$ cat src/rtl/sla_pkg.sv
// Shared types and constants for the signed long integer ALU.
`timescale 1ns / 1ps
`default_nettype none
package sla_pkg;

   localparam int LIMB_W            = 12;
   localparam int DEFAULT_MAX_LIMBS = 32;

   localparam int REQ_TDATA_W = 16;
   localparam int REQ_TUSER_W = 4;
   localparam int RSP_TDATA_W = 16;
   localparam int RSP_TUSER_W = 2;

   // Action codes as they arrive on the request channel
   localparam logic [2:0] ACT_APPEND_A = 3'd0;
   localparam logic [2:0] ACT_APPEND_B = 3'd1;
   localparam logic [2:0] ACT_ADD      = 3'd2;
   localparam logic [2:0] ACT_SUB      = 3'd3;
   localparam logic [2:0] ACT_MUL      = 3'd4;

   typedef enum logic [2:0] {
      CMD_APPEND_A = 3'd0,
      CMD_APPEND_B = 3'd1,
      CMD_ADD      = 3'd2,
      CMD_SUB      = 3'd3,
      CMD_MUL      = 3'd4
   } cmd_kind_type;

   typedef struct packed {
      cmd_kind_type        kind;
      logic [LIMB_W-1:0]   limb;
      logic                negative;
   } cmd_type;

endpackage
`default_nettype wire

$ cat src/rtl/sla_front.sv
// Front end: accept request beats, classify them and queue the commands.
`timescale 1ns / 1ps
`default_nettype none
module sla_front (
   input  wire logic                       clock,
   input  wire logic                       reset,
   input  wire logic                       req_tvalid,
   output logic                            req_tready,
   input  wire logic [2:0]                 action,
   input  wire logic [sla_pkg::LIMB_W-1:0] limb_value,
   input  wire logic                       operand_negative,
   output logic                            q_valid,
   output sla_pkg::cmd_type                q_cmd,
   input  wire logic                       q_pop
);

   sla_pkg::cmd_type slot_ff [2];
   logic             wr_ptr_ff, wr_ptr_in;
   logic             rd_ptr_ff, rd_ptr_in;
   logic [1:0]       count_ff, count_in;
   logic             known;
   logic             push;
   sla_pkg::cmd_type cmd;

   // Decode the action; unused codes are taken and dropped
   always_comb begin
      known    = 1'b1;
      cmd.kind = sla_pkg::CMD_APPEND_A;
      unique case (action)
         sla_pkg::ACT_APPEND_A: cmd.kind = sla_pkg::CMD_APPEND_A;
         sla_pkg::ACT_APPEND_B: cmd.kind = sla_pkg::CMD_APPEND_B;
         sla_pkg::ACT_ADD:      cmd.kind = sla_pkg::CMD_ADD;
         sla_pkg::ACT_SUB:      cmd.kind = sla_pkg::CMD_SUB;
         sla_pkg::ACT_MUL:      cmd.kind = sla_pkg::CMD_MUL;
         default:               known    = 1'b0;
      endcase
      cmd.limb     = limb_value;
      cmd.negative = operand_negative;
   end

   assign req_tready = (count_ff != 2'd2);
   assign push       = req_tvalid && req_tready && known;
   assign q_valid    = (count_ff != 2'd0);
   assign q_cmd      = slot_ff[rd_ptr_ff];

   always_comb begin
      wr_ptr_in = push  ? ~wr_ptr_ff : wr_ptr_ff;
      rd_ptr_in = q_pop ? ~rd_ptr_ff : rd_ptr_ff;
      count_in  = count_ff + {1'b0, push} - {1'b0, q_pop};
   end

   always_ff @(posedge clock) begin
      if (reset) begin
         wr_ptr_ff <= 1'b0;
         rd_ptr_ff <= 1'b0;
         count_ff  <= 2'd0;
      end else begin
         wr_ptr_ff <= wr_ptr_in;
         rd_ptr_ff <= rd_ptr_in;
         count_ff  <= count_in;
      end
   end

   always_ff @(posedge clock) begin
      if (push) begin
         slot_ff[wr_ptr_ff] <= cmd;
      end
   end

endmodule
`default_nettype wire

$ cat src/rtl/sla_back.sv
// Back end: operand stores, limb walks, product columns and result emission.
`timescale 1ns / 1ps
`default_nettype none
module sla_back #(
   parameter int MAX_LIMBS = sla_pkg::DEFAULT_MAX_LIMBS
) (
   input  wire logic                            clock,
   input  wire logic                            reset,
   input  wire logic                            q_valid,
   input  wire sla_pkg::cmd_type                q_cmd,
   output logic                                 q_pop,
   output logic                                 rsp_tvalid,
   input  wire logic                            rsp_tready,
   output logic [sla_pkg::RSP_TDATA_W-1:0]      rsp_tdata,
   output logic [sla_pkg::RSP_TUSER_W-1:0]      rsp_tuser,
   output logic                                 rsp_tlast
);

   localparam int LW   = $clog2(MAX_LIMBS);
   localparam int LENW = $clog2(MAX_LIMBS + 1);
   localparam int DW   = sla_pkg::LIMB_W;
   localparam int PW   = 2 * DW + LW;
   localparam int CW   = PW + 1 - DW;
   localparam logic [LENW-1:0] MAX_LEN  = LENW'(MAX_LIMBS);
   localparam logic [LENW+1:0] MAX_WIDE = (LENW + 2)'(MAX_LIMBS);

   typedef enum logic [13:0] {
      ST_IDLE    = 14'b00000000000001,
      ST_CMP_RD  = 14'b00000000000010,
      ST_CMP_EV  = 14'b00000000000100,
      ST_ADD_RD  = 14'b00000000001000,
      ST_ADD_EV  = 14'b00000000010000,
      ST_ADD_CRY = 14'b00000000100000,
      ST_CLR     = 14'b00000001000000,
      ST_MUL_RD  = 14'b00000010000000,
      ST_MUL_MUL = 14'b00000100000000,
      ST_MUL_WR  = 14'b00001000000000,
      ST_CRY_RD  = 14'b00010000000000,
      ST_CRY_EV  = 14'b00100000000000,
      ST_EM_RD   = 14'b01000000000000,
      ST_EM_WT   = 14'b10000000000000
   } state_type;

   state_type           state_ff, state_in;
   logic [LENW-1:0]     a_len_ff, a_len_in, a_trim_ff, a_trim_in;
   logic [LENW-1:0]     b_len_ff, b_len_in, b_trim_ff, b_trim_in;
   logic                a_sign_ff, a_sign_in, b_sign_ff, b_sign_in;
   logic [LW-1:0]       idx_ff, idx_in, jdx_ff, jdx_in;
   logic [LENW-1:0]     xlen_ff, xlen_in, ylen_ff, ylen_in, walk_ff, walk_in;
   logic [LENW-1:0]     rtrim_ff, rtrim_in;
   logic [CW-1:0]       carry_ff, carry_in;
   logic                sign_ff, sign_in, ovf_ff, ovf_in, sub_ff, sub_in;
   logic                swap_ff, swap_in;
   logic [2*DW-1:0]     prod_ff, prod_in;

   logic [DW-1:0]       a_mem [MAX_LIMBS];
   logic [DW-1:0]       b_mem [MAX_LIMBS];
   logic [PW-1:0]       p_mem [MAX_LIMBS];
   logic [DW-1:0]       r_mem [MAX_LIMBS];
   logic [DW-1:0]       a_q_ff, b_q_ff, r_q_ff;
   logic [PW-1:0]       p_q_ff;

   logic                a_we, b_we, p_we, r_we;
   logic [LW-1:0]       ab_waddr, p_waddr, b_raddr, p_raddr;
   logic [PW-1:0]       p_wdata;
   logic [DW-1:0]       r_wdata;

   logic                rsp_valid_ff, rsp_last_ff, rsp_neg_ff, rsp_ovf_ff;
   logic [DW-1:0]       rsp_limb_ff;
   logic                out_load, out_last;

   logic [LENW-1:0]     idx_len, idx_next_len, jdx_next_len, an, bn, max_len, min_len;
   logic                bs_eff, a_zero, b_zero;
   logic [LENW+1:0]     mul_need;
   logic [DW-1:0]       xd, yd;
   logic [DW:0]         walk_res;
   logic [PW:0]         col_sum;

   assign idx_len      = LENW'(idx_ff);
   assign idx_next_len = idx_len + LENW'(1);
   assign jdx_next_len = LENW'(jdx_ff) + LENW'(1);
   assign an           = a_trim_ff;
   assign bn           = b_trim_ff;
   assign a_zero       = (an == '0);
   assign b_zero       = (bn == '0);
   assign bs_eff       = b_sign_ff ^ (q_cmd.kind == sla_pkg::CMD_SUB);
   assign max_len      = (an > bn) ? an : bn;
   assign min_len      = (an > bn) ? bn : an;
   assign mul_need     = (LENW + 2)'(an) + (LENW + 2)'(bn) + (LENW + 2)'(2);

   assign q_pop = q_valid && (state_ff == ST_IDLE);

   // One limb of the add or subtract walk; limbs past an operand's length read as zero
   always_comb begin
      xd = swap_ff ? b_q_ff : a_q_ff;
      yd = swap_ff ? a_q_ff : b_q_ff;
      if (idx_len >= xlen_ff) xd = '0;
      if (idx_len >= ylen_ff) yd = '0;
      if (sub_ff) begin
         walk_res = {1'b0, xd} - {1'b0, yd} - (DW + 1)'(carry_ff[0]);
      end else begin
         walk_res = {1'b0, xd} + {1'b0, yd} + (DW + 1)'(carry_ff[0]);
      end
      col_sum = {1'b0, p_q_ff} + (PW + 1)'(carry_ff);
   end

   assign out_load = (state_ff == ST_EM_WT) && (!rsp_valid_ff || rsp_tready);
   assign out_last = ovf_ff || (rtrim_ff == '0) || (idx_next_len == rtrim_ff);

   assign b_raddr = (state_ff == ST_MUL_RD) ? jdx_ff : idx_ff;
   assign p_raddr = (state_ff == ST_CRY_RD) ? idx_ff : idx_ff + jdx_ff;

   always_comb begin
      state_in  = state_ff;
      a_len_in  = a_len_ff;  a_trim_in = a_trim_ff;  a_sign_in = a_sign_ff;
      b_len_in  = b_len_ff;  b_trim_in = b_trim_ff;  b_sign_in = b_sign_ff;
      idx_in    = idx_ff;    jdx_in    = jdx_ff;
      xlen_in   = xlen_ff;   ylen_in   = ylen_ff;    walk_in   = walk_ff;
      rtrim_in  = rtrim_ff;  carry_in  = carry_ff;
      sign_in   = sign_ff;   ovf_in    = ovf_ff;     sub_in    = sub_ff;
      swap_in   = swap_ff;   prod_in   = prod_ff;
      a_we      = 1'b0;      b_we      = 1'b0;
      ab_waddr  = a_len_ff[LW-1:0];
      p_we      = 1'b0;      p_waddr   = idx_ff;     p_wdata   = '0;
      r_we      = 1'b0;      r_wdata   = walk_res[DW-1:0];

      unique case (state_ff)
         ST_IDLE: begin
            if (q_valid) begin
               case (q_cmd.kind)
                  sla_pkg::CMD_APPEND_A: begin
                     ab_waddr = a_len_ff[LW-1:0];
                     if (a_len_ff != MAX_LEN) begin
                        a_we      = 1'b1;
                        a_len_in  = a_len_ff + LENW'(1);
                        a_sign_in = q_cmd.negative;
                        if (q_cmd.limb != '0) a_trim_in = a_len_ff + LENW'(1);
                     end
                  end
                  sla_pkg::CMD_APPEND_B: begin
                     ab_waddr = b_len_ff[LW-1:0];
                     if (b_len_ff != MAX_LEN) begin
                        b_we      = 1'b1;
                        b_len_in  = b_len_ff + LENW'(1);
                        b_sign_in = q_cmd.negative;
                        if (q_cmd.limb != '0) b_trim_in = b_len_ff + LENW'(1);
                     end
                  end
                  default: begin
                     // Operation: latch lengths, clear the operands, pick the path
                     a_len_in = '0;  a_trim_in = '0;  a_sign_in = 1'b0;
                     b_len_in = '0;  b_trim_in = '0;  b_sign_in = 1'b0;
                     ovf_in   = 1'b0;
                     rtrim_in = '0;
                     carry_in = '0;
                     idx_in   = '0;
                     jdx_in   = '0;
                     swap_in  = 1'b0;
                     sub_in   = 1'b0;
                     xlen_in  = an;
                     ylen_in  = bn;
                     if (q_cmd.kind == sla_pkg::CMD_MUL) begin
                        sign_in = a_sign_ff ^ b_sign_ff;
                        walk_in = an + bn;
                        if (a_zero || b_zero) begin
                           state_in = ST_EM_RD;
                        end else if (mul_need > MAX_WIDE) begin
                           ovf_in   = 1'b1;
                           state_in = ST_EM_RD;
                        end else begin
                           state_in = ST_CLR;
                        end
                     end else if (a_zero || b_zero || (a_sign_ff == bs_eff)) begin
                        sign_in = a_zero ? bs_eff : a_sign_ff;
                        walk_in = max_len;
                        if (!a_zero && !b_zero && (an == MAX_LEN || bn == MAX_LEN)) begin
                           ovf_in   = 1'b1;
                           state_in = ST_EM_RD;
                        end else if (a_zero && b_zero) begin
                           state_in = ST_EM_RD;
                        end else begin
                           state_in = ST_ADD_RD;
                        end
                     end else begin
                        sub_in  = 1'b1;
                        sign_in = a_sign_ff;
                        walk_in = max_len;
                        if (an != bn) begin
                           swap_in  = (bn > an);
                           sign_in  = (bn > an) ? bs_eff : a_sign_ff;
                           xlen_in  = max_len;
                           ylen_in  = min_len;
                           state_in = ST_ADD_RD;
                        end else begin
                           idx_in   = LW'(an - LENW'(1));
                           state_in = ST_CMP_RD;
                        end
                     end
                  end
               endcase
            end
         end
         ST_CMP_RD: state_in = ST_CMP_EV;
         ST_CMP_EV: begin
            // Scan equal-length magnitudes from the top limb down
            if (a_q_ff != b_q_ff) begin
               if (b_q_ff > a_q_ff) begin
                  swap_in = 1'b1;
                  sign_in = ~sign_ff;
               end
               idx_in   = '0;
               state_in = ST_ADD_RD;
            end else if (idx_ff == '0) begin
               state_in = ST_EM_RD;
            end else begin
               idx_in   = idx_ff - LW'(1);
               state_in = ST_CMP_RD;
            end
         end
         ST_ADD_RD: state_in = ST_ADD_EV;
         ST_ADD_EV: begin
            r_we     = 1'b1;
            carry_in = CW'(walk_res[DW]);
            if (walk_res[DW-1:0] != '0) rtrim_in = idx_next_len;
            idx_in   = idx_ff + LW'(1);
            if (idx_next_len == walk_ff) begin
               if (sub_ff) begin
                  idx_in   = '0;
                  state_in = ST_EM_RD;
               end else begin
                  state_in = ST_ADD_CRY;
               end
            end else begin
               state_in = ST_ADD_RD;
            end
         end
         ST_ADD_CRY: begin
            // Final carry limb; only possible when both operands are short
            r_wdata = DW'(1);
            if (carry_ff[0]) begin
               r_we     = 1'b1;
               rtrim_in = idx_next_len;
            end
            idx_in   = '0;
            state_in = ST_EM_RD;
         end
         ST_CLR: begin
            p_we    = 1'b1;
            p_waddr = idx_ff;
            p_wdata = '0;
            if (idx_next_len == walk_ff) begin
               idx_in   = '0;
               state_in = ST_MUL_RD;
            end else begin
               idx_in = idx_ff + LW'(1);
            end
         end
         ST_MUL_RD: state_in = ST_MUL_MUL;
         ST_MUL_MUL: begin
            prod_in  = a_q_ff * b_q_ff;
            state_in = ST_MUL_WR;
         end
         ST_MUL_WR: begin
            p_we     = 1'b1;
            p_waddr  = idx_ff + jdx_ff;
            p_wdata  = p_q_ff + PW'(prod_ff);
            state_in = ST_MUL_RD;
            if (jdx_next_len == ylen_ff) begin
               jdx_in = '0;
               if (idx_next_len == xlen_ff) begin
                  idx_in   = '0;
                  carry_in = '0;
                  state_in = ST_CRY_RD;
               end else begin
                  idx_in = idx_ff + LW'(1);
               end
            end else begin
               jdx_in = jdx_ff + LW'(1);
            end
         end
         ST_CRY_RD: state_in = ST_CRY_EV;
         ST_CRY_EV: begin
            // Fold the column carries into 12-bit limbs
            r_we     = 1'b1;
            r_wdata  = col_sum[DW-1:0];
            carry_in = col_sum[PW:DW];
            if (col_sum[DW-1:0] != '0) rtrim_in = idx_next_len;
            if (idx_next_len == walk_ff) begin
               idx_in   = '0;
               state_in = ST_EM_RD;
            end else begin
               idx_in   = idx_ff + LW'(1);
               state_in = ST_CRY_RD;
            end
         end
         ST_EM_RD: state_in = ST_EM_WT;
         ST_EM_WT: begin
            if (out_load) begin
               if (out_last) begin
                  idx_in   = '0;
                  state_in = ST_IDLE;
               end else begin
                  idx_in   = idx_ff + LW'(1);
                  state_in = ST_EM_RD;
               end
            end
         end
         default: state_in = ST_IDLE;
      endcase
   end

   always_ff @(posedge clock) begin
      if (reset) begin
         state_ff     <= ST_IDLE;
         a_len_ff     <= '0;
         a_trim_ff    <= '0;
         a_sign_ff    <= 1'b0;
         b_len_ff     <= '0;
         b_trim_ff    <= '0;
         b_sign_ff    <= 1'b0;
         idx_ff       <= '0;
         jdx_ff       <= '0;
         rsp_valid_ff <= 1'b0;
      end else begin
         state_ff  <= state_in;
         a_len_ff  <= a_len_in;
         a_trim_ff <= a_trim_in;
         a_sign_ff <= a_sign_in;
         b_len_ff  <= b_len_in;
         b_trim_ff <= b_trim_in;
         b_sign_ff <= b_sign_in;
         idx_ff    <= idx_in;
         jdx_ff    <= jdx_in;
         if (out_load) begin
            rsp_valid_ff <= 1'b1;
         end else if (rsp_tready) begin
            rsp_valid_ff <= 1'b0;
         end
      end
   end

   always_ff @(posedge clock) begin
      xlen_ff  <= xlen_in;
      ylen_ff  <= ylen_in;
      walk_ff  <= walk_in;
      rtrim_ff <= rtrim_in;
      carry_ff <= carry_in;
      sign_ff  <= sign_in;
      ovf_ff   <= ovf_in;
      sub_ff   <= sub_in;
      swap_ff  <= swap_in;
      prod_ff  <= prod_in;
      if (out_load) begin
         rsp_limb_ff <= (ovf_ff || rtrim_ff == '0) ? '0 : r_q_ff;
         rsp_neg_ff  <= sign_ff && !ovf_ff && (rtrim_ff != '0);
         rsp_ovf_ff  <= ovf_ff;
         rsp_last_ff <= out_last;
      end
   end

   // Operand, column and result stores
   always_ff @(posedge clock) begin
      if (a_we) a_mem[ab_waddr] <= q_cmd.limb;
      if (b_we) b_mem[ab_waddr] <= q_cmd.limb;
      if (p_we) p_mem[p_waddr]  <= p_wdata;
      if (r_we) r_mem[idx_ff]   <= r_wdata;
      a_q_ff <= a_mem[idx_ff];
      b_q_ff <= b_mem[b_raddr];
      p_q_ff <= p_mem[p_raddr];
      r_q_ff <= r_mem[idx_ff];
   end

   assign rsp_tvalid = rsp_valid_ff;
   assign rsp_tdata  = sla_pkg::RSP_TDATA_W'(rsp_limb_ff);
   assign rsp_tuser  = {rsp_ovf_ff, rsp_neg_ff};
   assign rsp_tlast  = rsp_last_ff;

   a_ovf_alone: assert property (@(posedge clock) disable iff (reset)
      rsp_tvalid && rsp_tuser[1] |-> rsp_tlast && (rsp_tdata == '0) && !rsp_tuser[0])
      else $error("overflow beat is not a lone zero beat");

   a_trim_a: assert property (@(posedge clock) disable iff (reset)
      a_trim_ff <= a_len_ff)
      else $error("operand A trimmed length exceeds its length");

   a_trim_b: assert property (@(posedge clock) disable iff (reset)
      b_trim_ff <= b_len_ff)
      else $error("operand B trimmed length exceeds its length");

   a_op_starts: assert property (@(posedge clock) disable iff (reset)
      q_pop && (q_cmd.kind == sla_pkg::CMD_ADD || q_cmd.kind == sla_pkg::CMD_SUB ||
                q_cmd.kind == sla_pkg::CMD_MUL)
      |=> (state_ff != ST_IDLE) && (a_len_ff == '0) && (b_len_ff == '0))
      else $error("operation did not start or operands not cleared");

endmodule
`default_nettype wire

$ cat src/rtl/signed_long_integer_alu.sv
// Top level of the signed multiprecision add, subtract and multiply unit.
//
//  Channel | Dir | Beat contents
//  --------+-----+-----------------------------------------------------------
//  req     | in  | tdata: limb_value[11:0]; tuser: action[2:0], operand_negative[3]
//  rsp     | out | tdata: result_limb[11:0]; tuser: result_negative[0], overflow[1];
//          |     | tlast: last_limb
//
//  Limb appends are handled in the idle state of the back end; a two-entry command queue lets
//  the front take appends on back-to-back cycles while the back end stays idle.
//  Add/subtract: a magnitude compare (equal lengths only) in CMP_RD and CMP_EV per limb,
//  the walk in ADD_RD and ADD_EV per limb, then emission in EM_RD and EM_WT per limb.
//  Multiply: a clear of the product columns, then MUL_RD, MUL_MUL and MUL_WR per limb product
//  through the one shared multiplier and the column store port, a carry fold per column, emission per limb.
//  Reset is synchronous and active high; operands start empty. Operand stores
//  are not cleared. A stalled rsp holds the output register; commands wait in the queue.
`timescale 1ns / 1ps
`default_nettype none
module signed_long_integer_alu #(
   parameter int MAX_LIMBS = sla_pkg::DEFAULT_MAX_LIMBS
) (
   input  wire logic                            clock,
   input  wire logic                            reset,
   input  wire logic                            req_tvalid,
   output logic                                 req_tready,
   input  wire logic [sla_pkg::REQ_TDATA_W-1:0] req_tdata,  // [11:0] limb_value
   input  wire logic [sla_pkg::REQ_TUSER_W-1:0] req_tuser,  // [2:0] action, [3] operand_negative
   output logic                                 rsp_tvalid,
   input  wire logic                            rsp_tready,
   output logic [sla_pkg::RSP_TDATA_W-1:0]      rsp_tdata,  // [11:0] result_limb
   output logic [sla_pkg::RSP_TUSER_W-1:0]      rsp_tuser,  // [0] result_negative, [1] overflow
   output logic                                 rsp_tlast   // last_limb
);

   logic             q_valid;
   logic             q_pop;
   sla_pkg::cmd_type q_cmd;

   // Accept and classify; unused actions are taken and dropped here
   sla_front u_front (
      .clock            (clock),
      .reset            (reset),
      .req_tvalid       (req_tvalid),
      .req_tready       (req_tready),
      .action           (req_tuser[2:0]),
      .limb_value       (req_tdata[sla_pkg::LIMB_W-1:0]),
      .operand_negative (req_tuser[3]),
      .q_valid          (q_valid),
      .q_cmd            (q_cmd),
      .q_pop            (q_pop)
   );

   // Hold the operands, run the walks and drive the result beats
   sla_back #(
      .MAX_LIMBS (MAX_LIMBS)
   ) u_back (
      .clock      (clock),
      .reset      (reset),
      .q_valid    (q_valid),
      .q_cmd      (q_cmd),
      .q_pop      (q_pop),
      .rsp_tvalid (rsp_tvalid),
      .rsp_tready (rsp_tready),
      .rsp_tdata  (rsp_tdata),
      .rsp_tuser  (rsp_tuser),
      .rsp_tlast  (rsp_tlast)
   );

endmodule
`default_nettype wire
$ cat config.mk
export PLATFORM = sky130hd
export DESIGN_NAME = signed_long_integer_alu
export DESIGN_NICKNAME = d
export VERILOG_FILES = /design/src/rtl/sla_pkg.sv /design/src/rtl/sla_front.sv /design/src/rtl/sla_back.sv /design/src/rtl/signed_long_integer_alu.sv
export SDC_FILE = /design/constraint.sdc
export NUM_CORES = 2
export LEC_CHECK = 0
export BUFFER_PORTS_ARGS = -buffer_cell sky130_fd_sc_hd__buf_4
export CAP_MARGIN = 20
export CELL_PAD_IN_SITES_DETAIL_PLACEMENT = 0
export CELL_PAD_IN_SITES_GLOBAL_PLACEMENT = 1
export CORE_ASPECT_RATIO = 1.2
export CORE_MARGIN = 10
export CORE_UTILIZATION = 35
export CTS_CLUSTER_SIZE = 8
export DETAILED_ROUTE_END_ITERATION = 16
export MAX_ROUTING_LAYER = met4
export PLACE_DENSITY = 0.52
export SYNTH_ARGS = -nofsm -noshare
export SYNTH_HDL_FRONTEND = slang
export SYNTH_SLANG_ARGS = --single-unit
$ cat constraint.sdc
create_clock -name clock -period 15.1 [get_ports clock]
set_input_delay 0.755 -clock clock [delete_from_list [all_inputs] [get_ports clock]]
set_output_delay 0.755 -clock clock [all_outputs]
set_load 0.03 [all_outputs]
==> results.md <==
* Worst Skew at 0.0785 ns
* Path class of the lowest-slack min-delay path: input pin to flop
* Pin count of the biggest net entering global routing at 160
* Via count at 57,500
* Count of placed standard cells including taps at 10,400
* Cell with the biggest individual delay on the critical path: dfxtp_4
* Height of the die at 603 um
* Synthesized netlist cell count at 6,747
* Post-synthesis cell area at 0.0990 sq mm
* Global-route total usage across every layer at 19.1%
* Count of cells along the worst register-to-register path at 17
* Total number of nets in the final design at 7,349
* Routed wire length per instance at 26.6 um
* Post-layout min period at 7.21 ns
* Max-slew violation count at 0
* Startpoint types: flop
* Crit path to: u_back.rtrim_ff[1]
* Post-detailed-route DRC marker count at 0
* Ratio of final minimum period to clock period at 47.8%
* Finished Layout Cells at 11,000
* Flops & latches, synth at 2,318
* Total negative slack for setup checks at 0 ns
* Setup repair after global routing missed its margin: false
* Clock buffers created by TritonCTS at 334
* Clock latency on the worst-skew pair at 0.87 ns
* Reg-to-reg critical path startpoint: u_back.idx_ff[0]
* IO Pins at 45
* Horizontal extent of the die at 505 um
* Data arrival time at the worst-slack endpoint at 7.70 ns
* Mean instance size in the synthesized netlist at 14.7 sq um
* Ordered cell list for the critical path: inv_1 > ha_1 > nand2b_1 > a31oi_1 > o21a_1 > and2_1 > ha_1 > and3_1 > a2111oi_1 > a21oi_1 > o31a_1 > nor2_1 > nor2_1 > or3_1 > a21oi_1 > a21oi_1 > a41oi_1
* Number of unique standard cell types used by synthesis at 88
* Worst-case vdd ir drop at 0.311 mV
* Weighted congestion reported at the end of routability-driven placement at 0.802
* Initial core utilization at 35.2%
* Type of the setup path with the least slack: flop to flop
* Leakage power of the design at 37.9 nW
* Share of final-layout standard cells stronger than drive strength 1 at 13.9%
* Number of antenna violations at the first check in global routing at 7
* H-tree depth at 5
* Detailed-route vias per instance at 5.24
* DRC violation total after the first TritonRoute iteration at 4,148
* Clock tree from TritonCTS: built
* Total wirelength of the detailed-routed design at 292 mm
* Site row count at 213
* Async set-reset flop share out of synthesis at 0%
* Tightest Pin Transition at 1.12 ns
* Master cell of the clock root buffer: clkbuf_16
* Crit. End Element: flop
* Area occupied by multi-input gates at 0.0287 sq mm
* Dominant register cell in the synthesized netlist: edfxtp_1
* CTS-repair resized insts at 0
* Drt first pass iters at 5
* Number of max-cap violations at 0
* Residual overflow from global routing at 0
* Register Area at 0.0684 sq mm
* Fillers at 25,900
* TritonCTS sink count at 2,318
* Largest stage delay on the critical path at 0.84 ns
* Maximum buffer depth of the clock tree at 4
* Port buffer count at 36
* Final hold violations at 0
* Number of enable-type register cells in the synthesized netlist at 2,197
* Worst slew margin at 24.6%
* Proportion of synthesized chip area in sequential cells at 69.1%
* Count of endpoints failing setup in the final report at 0
* Beginning of the critical path: u_back.idx_ff[0]
* Clock transition at path regs at 0.06 ns
* Number of global-route vias before repair at 58,000
* Max Fclk at 0.139 GHz
* Layout Area Growth over Synthesis at 15.9%
* Syn. warnings at 0
* Req. time, crit path at 15.59 ns
* Worst r2r dst: u_back.rtrim_ff[1]
* Antenna Violating Nets Remaining at 0
* Detailed Place HPWL at 169 mm
* Most frequent CP cell: a21oi_1
* Power density normalized to cell area at 220 mW/mm^2
* Floorplan Core Area at 0.281 sq mm
* Status: completed
* Maximum fanout encountered on the critical timing path at 36
* Floorplan die area at 0.305 sq mm
* Worst reg2reg setup slack at 7.89 ns
* Wire length of the first global-routing pass at 420 mm
critical path, delay by kind of cell (launching register included):
family,cells,cell delay [ns]
simple gates,6,1.07
flops,1,0.84
buf+inv,1,0.50
fa+ha+maj,2,0.74
compound gates,8,3.65
per-layer routing:
| layer | GRT usage [%] | part of all wire, % |
|---|---|---|
| met1 | 24.3 | 43 |
| met2 | 32.3 | 50 |
| met3 | 2.37 | 4.0 |
| met4 | 5.12 | 2.8 |
| met5 | - | 0 |
per-stage QoR:
step	setup slack [ns]	total power, mW	hold slack [ns]	utilization (%)	instance area (sq um)
floorplan	9.44	15.5	0.427	-	99000
global placement	7.79	18.6	0.495	37.2	105000
detailed placement	7.72	18.6	0.492	37.3	105000
CTS	7.70	25.7	0.000359	40.7	115000
global route	7.47	27.1	0.0133	40.8	115000
finish	7.89	25.3	0.0768	40.8	115000
cells in the mapped netlist (all sizes together), types with 100 or more instances:
master     n  share of area, %
a21oi    119              0.60
a22oi    106              0.80
a32oi    136               1.2
buf      128              0.71
clkbuf   223              0.85
dfxtp    121               2.4
edfxtp  2197                67
fa       108               2.2
ha       198               2.5
inv      236              0.90
mux2i    251               2.6
mux4     192               4.4
nand2   1090               4.1
nand3    303               1.5
nand4    185               1.2
nor2     338               1.3
o21ai    100              0.51
power by group:
| part | total (mW) | leakage (nW) | internal (mW) | switching [mW] |
|---|---|---|---|---|
| Sequential | 8.73 | 19.3 | 8.44 | 0.291 |
| Combinational | 9.64 | 14.0 | 3.64 | 5.99 |
| Clock | 6.90 | 4.60 | 4.16 | 2.74 |
| Total | 25.3 | 37.9 | 16.2 | 9.02 |
cell families (layout without fill, tap and decap cells):
logic type	count (synthesis)	after routing	share of synthesized area (%)
buffers and inverters	587	1048	2.46
AND/OR/NAND/NOR	2216	2216	10.1
other	1	11	0.00379
multiplexers	480	480	7.34
flip-flops	2318	2318	69.1
XOR/XNOR	139	139	1.24
AO/OA/AOI/OAI	700	700	5.00
adder cells (fa/ha/maj)	306	306	4.69
registers in the layout, indices dropped and copies added, names as in the netlist, 12 cells and up, named ones only:
signal	flops
u_back.prod_ff	24
u_back.rsp_limb_ff	12
u_back.a_q_ff	12
u_back.a_mem	384
u_back.r_q_ff	12
u_back.state_ff	14
u_back.b_q_ff	12
u_front.slot_ff	32
u_back.r_mem	384
u_back.p_mem	928
u_back.carry_ff	18
u_back.b_mem	384
u_back.p_q_ff	29
layout by cell type (no fill, tap or decap), types with 84 or more instances in the layout:
cell	n
ha_1	198
fa_1	108
edfxtp_1	2197
mux4_2	192
clkbuf_16	336
o21ai_0	91
nand4_1	185
nor2_1	276
and2_1	84
nand3_1	303
buf_4	253
inv_1	236
nand2_1	1090
dfxtp_1	119
clkbuf_1	161
a32oi_1	136
a21oi_1	111
mux2i_1	248
a22oi_1	106
worst min path at each step:
stage | depth (start not counted) | slack, ns | to | start
2_1_floorplan | 0 | 0.43 | u_back.rsp_ovf_ff | u_back.ovf_ff
3_3_place_gp | 1 | 0.49 | u_back.rsp_limb_ff[7] | u_back.r_q_ff[7]
3_5_place_dp | 1 | 0.49 | u_back.rsp_limb_ff[9] | u_back.r_q_ff[9]
4_1_cts | 1 | 0.0004 | u_front.slot_ff[1][1] | req_tdata[0]
5_1_grt | 1 | 0.01 | u_front.slot_ff[1][10] | req_tdata[9]
6_report | 1 | 0.08 | u_front.slot_ff[1][10] | req_tdata[9]
repair_timing:
item	CTS	global route
hold buffers	5	0
buffers inserted	0	0
endpoints found under the hold margin	9	0
cell type report:
class | count | share of cell area, %
Sequential cell | 2318 | 59.6
Antenna cell | 7 | 0.0153
Inverter | 236 | 0.772
Clock inverter | 25 | 0.458
Timing Repair Buffer | 284 | 2.08
Clock buffer | 503 | 7.93
Multi-Input combinational cell | 3845 | 25.0
Tap cell | 3762 | 4.10
(Power assumes the default switching activity.)
